## config.mk

```make
export PLATFORM = sky130hd
export DESIGN_NAME = qbc_merge
export DESIGN_NICKNAME = d
export VERILOG_FILES = /design/src/sv/qbc_pkg.sv /design/src/sv/qbc_merge.sv
export SDC_FILE = /design/constraint.sdc
export NUM_CORES = 1
export LEC_CHECK = 0
export ABC_AREA = 1
export BUFFER_PORTS_ARGS = -buffer_cell sky130_fd_sc_hd__buf_2
export CORE_UTILIZATION = 61
export DETAILED_ROUTE_END_ITERATION = 10
export PLACE_DENSITY = 0.89
export SETUP_SLACK_MARGIN = 0.05
export SYNTH_ARGS = -nofsm -noshare
export SYNTH_HDL_FRONTEND = slang
export SYNTH_SLANG_ARGS = --single-unit
```

## constraint.sdc

```tcl
create_clock -name clk -period 5.86 [get_ports clk]
set_input_delay 1.172 -clock clk [delete_from_list [all_inputs] [get_ports clk]]
set_output_delay 1.172 -clock clk [all_outputs]
set_load 0.02 [all_outputs]
```

## src/sv/qbc_pkg.sv

```systemverilog
// Shared types, constants and saturation helpers for the quantized bilinear
// contraction block. No dependencies.
`timescale 1ns / 1ps
`default_nettype none

package qbc_pkg;

    // Field and register widths
    localparam int WORD_W      = 32;
    localparam int PROD_W      = 2 * WORD_W;
    localparam int CFG_W       = 2 * WORD_W;
    localparam int CFG_INDEX_W = 4;

    // Lane arrangement and scaling
    localparam int NUM_LANES     = 8;
    localparam int NUM_VEC       = 4;
    localparam int LANE_SHIFT    = 28;
    localparam int LANE_SUM_W    = PROD_W + 1;
    localparam int LANE_SHIFTED_W = LANE_SUM_W - LANE_SHIFT;

    // Pipeline depth: three lane stages and two merge stages
    localparam int LANE_STAGES  = 3;
    localparam int MERGE_STAGES = 2;
    localparam int LATENCY      = LANE_STAGES + MERGE_STAGES;

    // Number of configuration registers, one weight pair per lane
    localparam logic [CFG_INDEX_W-1:0] NUM_WEIGHT_REGS = CFG_INDEX_W'(NUM_LANES);

    typedef logic signed [WORD_W-1:0]         word_t;
    typedef logic signed [PROD_W-1:0]         prod_t;
    typedef logic signed [LANE_SUM_W-1:0]     lane_sum_t;
    typedef logic signed [LANE_SHIFTED_W-1:0] lane_shifted_t;
    typedef logic        [CFG_W-1:0]          cfg_word_t;

    localparam word_t WORD_MAX = {1'b0, {(WORD_W-1){1'b1}}};
    localparam word_t WORD_MIN = {1'b1, {(WORD_W-1){1'b0}}};

    // Clamp a full-width product to the signed word range
    function automatic word_t sat_prod(input prod_t v);
        logic upper_same;
        upper_same = (&v[PROD_W-1:WORD_W-1]) | ~(|v[PROD_W-1:WORD_W-1]);
        if (upper_same)
            return v[WORD_W-1:0];
        else if (v[PROD_W-1])
            return WORD_MIN;
        else
            return WORD_MAX;
    endfunction

    // Clamp a shifted lane value to the signed word range
    function automatic word_t sat_lane(input lane_shifted_t v);
        logic upper_same;
        upper_same = (&v[LANE_SHIFTED_W-1:WORD_W-1]) | ~(|v[LANE_SHIFTED_W-1:WORD_W-1]);
        if (upper_same)
            return v[WORD_W-1:0];
        else if (v[LANE_SHIFTED_W-1])
            return WORD_MIN;
        else
            return WORD_MAX;
    endfunction

endpackage

`default_nettype wire

```

## src/sv/qbc_merge.sv

```systemverilog
// Two-stage adder tree that wraps the eight lane values into one word.
// Depends on qbc_pkg.
`timescale 1ns / 1ps
`default_nettype none

module qbc_merge
    import qbc_pkg::*;
(
    input  wire logic  clk,
    input  wire word_t lane_vals [NUM_LANES],
    output word_t      sum
);

    localparam int HALF = NUM_LANES / 2;

    word_t lo_reg;
    word_t hi_reg;
    word_t sum_reg;
    word_t lo_next;
    word_t hi_next;

    // Add each half of the lanes, wrapping at word width
    always_comb
    begin
        lo_next = '0;
        hi_next = '0;
        for (int i = 0; i < HALF; i++)
        begin
            lo_next = lo_next + lane_vals[i];
            hi_next = hi_next + lane_vals[i + HALF];
        end
    end

    always_ff @(posedge clk)
    begin
        lo_reg  <= lo_next;
        hi_reg  <= hi_next;
        sum_reg <= lo_reg + hi_reg;
    end

    assign sum = sum_reg;

endmodule

`default_nettype wire

```

Yosys cells after proc, flatten, opt, wreduce, memory -nomap -nowiden
Index checks and enable logic that the tools add are counted.
{"block": "totals", "word_cells": 10, "out_inout_bits": 32, "regBits": 96}
{"block": "op_classes", "addsub": 7}
{"cell": "$add 32x32->32", "n": 7}

Logic depth before layout (Yosys ltp)
{"block": "depth", "ltp_word": 3, "ltp_mapped": 16, "ltp_nobuf": 16}

Worst setup path before layout
Ideal clock, no wire load.
{"block": "synth_timing", "kind": "in2reg", "startpoint": "input port lane_vals[1] in the netlist's numbering", "endpoint": "register hi_reg[29]", "t_required_ns": 5.748, "arrival_ns": 3.432, "path_buffers": 0, "setup_slack_ns": 2.316, "cell_stages": 12, "path_cell_list": "fa_1 -> fa_1 -> ha_1 -> fa_1 -> nand3_1 -> nand3_1 -> nand3_1 -> nand3_1 -> nand2_1 -> nand2_1 -> nand2_1 -> nand2_1"}
{"block": "synth_via", "elab_chain_len": 1}
{"element": "start: declaration", "line": "qbc_merge.sv:10", "rtl": "input wire word_t lane_vals [NUM_LANES],"}
{"element": "$add 32x32->32", "line": "qbc_merge.sv:30", "rtl": "hi_next = hi_next + lane_vals[i + HALF];"}
{"element": "named net hi_next[29]", "line": "qbc_merge.sv:20", "rtl": "word_t hi_next;"}
{"element": "end signal: assignment", "line": "qbc_merge.sv:37", "rtl": "hi_reg <= hi_next;"}
{"element": "end: declaration", "line": "qbc_merge.sv:17", "rtl": "word_t hi_reg;"}
The timed path passes the listed nets, and every way through them passes these cells.

Final worst setup path
Same ends and word-level chain as after synthesis.

==> impl_metrics.tcl <==
set metrics [dict create \
    portBuffers 288 \
    synth.distinct_cells 26 \
    drtIter0Drc 783 \
    tns_ns 0 \
    total_power_uw 6750 \
    cp_top_family "adder cells" \
    rsz0062_at_grt "no" \
    min_period_over_period_pct 61.6 \
    clkTransAtPathRegs_ns 0.07 \
    fin_crit_ns 3.61 \
    slowest_stage "fa_1" \
    clock_sinks 96 \
    firstDrtPassIters 6 \
    cts_hold_buf 0 \
    cp_data_required_time_ns 6.11 \
    power.density_nw_per_um2 454 \
    crit_fanout 3 \
    fp-row-count 52 \
    final_hold_viol_count 0 \
    skew_ns 0.00691 \
    antenna_cells 0 \
    yosysWarnings 0 \
    clockBufferDepth 2 \
    crit_arrival_ns 3.86 \
    drive_above_1_share_pct 16.1 \
    max-vdd-ir-drop_uv 284 \
    io_pins 289 \
    r2r.worst_path.cells 11 \
    whs_path_depth 1 \
    area_delta_synth_final_pct 16.1 \
    routed_wl_um 31100 \
    dp.cells 2600 \
    finalSetupViolations 0 \
    status "finished clean" \
    syn_avg_cell_area_um2 6.28 \
    dp_hpwl_um 27700 \
    num_vias 12500 \
    dieArea_um2 21600 \
    worstPathCellList "buf_2 > fa_1 > fa_1 > ha_1 > fa_1 > nand3_1 > nand3_1 > nand3_1 > nand3_1 > nand2_1 > nand2_1 > nand2_1 > nand2_1" \
    cpPeakStageDelay_ns 0.58 \
    cts_root_buf "clkbuf_16" \
    initial_core_util_pct 62.8 \
    grt-ovfl-total 0 \
    max_freq_mhz 277 \
    syn-num-nets 2517 \
    grt_pass1_wl_um 51400 \
    gp_congestion 0.901 \
    min_path_type "reg -> reg" \
    cts_buffers 9 \
    final_area_um2 14900 \
    grt_usage_pct 29.4 \
    drv_slew 0 \
    nets 2816 \
    maxSlewHeadroom_pct 77.4 \
    netlist_area_um2 12800 \
    path_buf_inv 1 \
    post_dp_cell_area_um2 14600 \
    post_cts_buffers 0 \
    ys_seq_elements 96 \
    p_leak_uw 0.00997 \
    antenna_left 0 \
    wl_per_cell_um 11.9 \
    worst_pin_slew_ns 0.340 \
    cp-end-kind "register" \
    cts_tree "done" \
    grt_pass1_vias 11900 \
    cts_resized 0 \
    startpoint_type "input pin" \
    ys_seq_area_share_pct 15.0 \
    insertion_delay_ns 0.35 \
    antenna_found_initial 0 \
    die_w_um 147 \
    coreArea_um2 20400 \
    syn_inst 2042 \
    h-tree-depth 3 \
    die_h_um 147 \
    crit_type "in -> reg" \
    final_core_util_pct 72.9 \
    grt_max_degree 18 \
    cp.depth 13 \
    instances_no_fill 2616 \
    max-cap-violations 0 \
    viasPerCell 4.76 \
    drc 0 \
]
-- worst reg2reg max path: stages, from the launching register on --
cell and delay, ns:
dfxtp_1 0.33, ha_1 0.21, inv_1 0.08, fa_1 0.40, inv_1 0.09, nand3_1 0.07
nand3_1 0.17, nand2_1 0.10, nand2_1 0.12, nand2_1 0.09, nand4_1 0.11, nand2_1 0.05
-- metrics by stage --
stage,worst slack [ns],hold WS (ns)
after detailed placement,1.91,0.459
after global routing,2.15,0.488
after CTS,2.28,0.472
after floorplan,2.32,0.420
after global placement,2.00,0.450
final,2.25,0.463
-- final timing paths --
kind | from | endpoint | slack [ns]
max | lane_vals[1] | hi_reg[29]$_DFF_P_ | 2.25
min reg2reg | hi_reg[0]$_DFF_P_ | sum[0]$_DFF_P_ | 0.46
max reg2reg | hi_reg[0]$_DFF_P_ | sum[24]$_DFF_P_ | 3.93
min | hi_reg[0]$_DFF_P_ | sum[0]$_DFF_P_ | 0.46
-- cell families (layout without fill, tap and decap cells) --
| group | after synthesis | in the layout | synth area share [%] |
|---|---|---|---|
| simple gates | 922 | 922 | 29.7 |
| xor+xnor | 53 | 53 | 3.62 |
| flops | 96 | 96 | 15.0 |
| compound gates | 71 | 71 | 3.11 |
| buf+inv | 682 | 986 | 20.0 |
| fa+ha+maj | 218 | 218 | 28.6 |
-- area by class of cell --
| cell class | count | area (um^2) |
|---|---|---|
| Inverter | 682 | 2560 |
| Fill cell | 1760 | 5550 |
| Multi-Input combinational cell | 1264 | 8340 |
| Timing Repair Buffer | 288 | 1440 |
| Clock buffer | 10 | 229 |
| Sequential cell | 96 | 1920 |
| Tap cell | 270 | 338 |
| Clock inverter | 6 | 52.6 |
-- synthesized netlist by cell type --
master	instances	area [um^2]
fa_1	125	2500
nor2_1	111	417
nor3b_1	1	7.51
xnor2_1	8	70.1
or2_2	2	12.5
nand3_1	67	335
a21o_1	3	22.5
inv_1	679	2550
o21ai_0	2	10.0
nor2_4	1	11.3
nor3_1	7	35.0
nor2_2	7	43.8
a21oi_2	1	8.76
o21bai_1	8	60.1
nand4_1	4	25.0
o21bai_2	2	22.5
nand2_2	40	250
nand3_2	11	110
dfxtp_1	96	1920
inv_2	3	11.3
ha_1	93	1160
a21oi_1	55	275
nor3_2	7	70.1
nand2b_1	1	6.26
nand2_1	663	2490
xor2_1	45	394
-- layout by cell type, fill, tap and decap left out, types with 2 or more instances in the layout --
cell          n
o21bai_2      2
inv_1       679
nor2_2        7
dfxtp_1      96
fa_1        125
o21ai_0       2
nand2_2      40
nor2_1      111
nor3_1        7
nand2_1     663
inv_6         2
ha_1         93
xor2_1       45
buf_2       288
inv_2         3
nand4_1       4
or2_2         2
a21o_1        3
clkinvlp_4    2
nand3_1      67
xnor2_1       8
o21bai_1      8
a21oi_1      55
clkbuf_16     9
nand3_2      11
nor3_2        7
-- power by group --
| part | switching (uW) | internal, uW | leakage, uW | total (uW) |
|---|---|---|---|---|
| Sequential | 168 | 1050 | 0.000810 | 1220 |
| Clock | 263 | 294 | 0.000132 | 557 |
| Combinational | 3260 | 1720 | 0.00903 | 4980 |
-- per-layer routing --
layer  global-route usage (%)  share of wire, %  vias up
met1                     37.2                42     5646
li1                         -                 -     6349
met3                     3.32               6.4       55
met5                        0                 0        -
met2                     53.7                50      405
met4                     6.49               2.0        0
No activity file was read; power rests on OpenSTA's default activity.
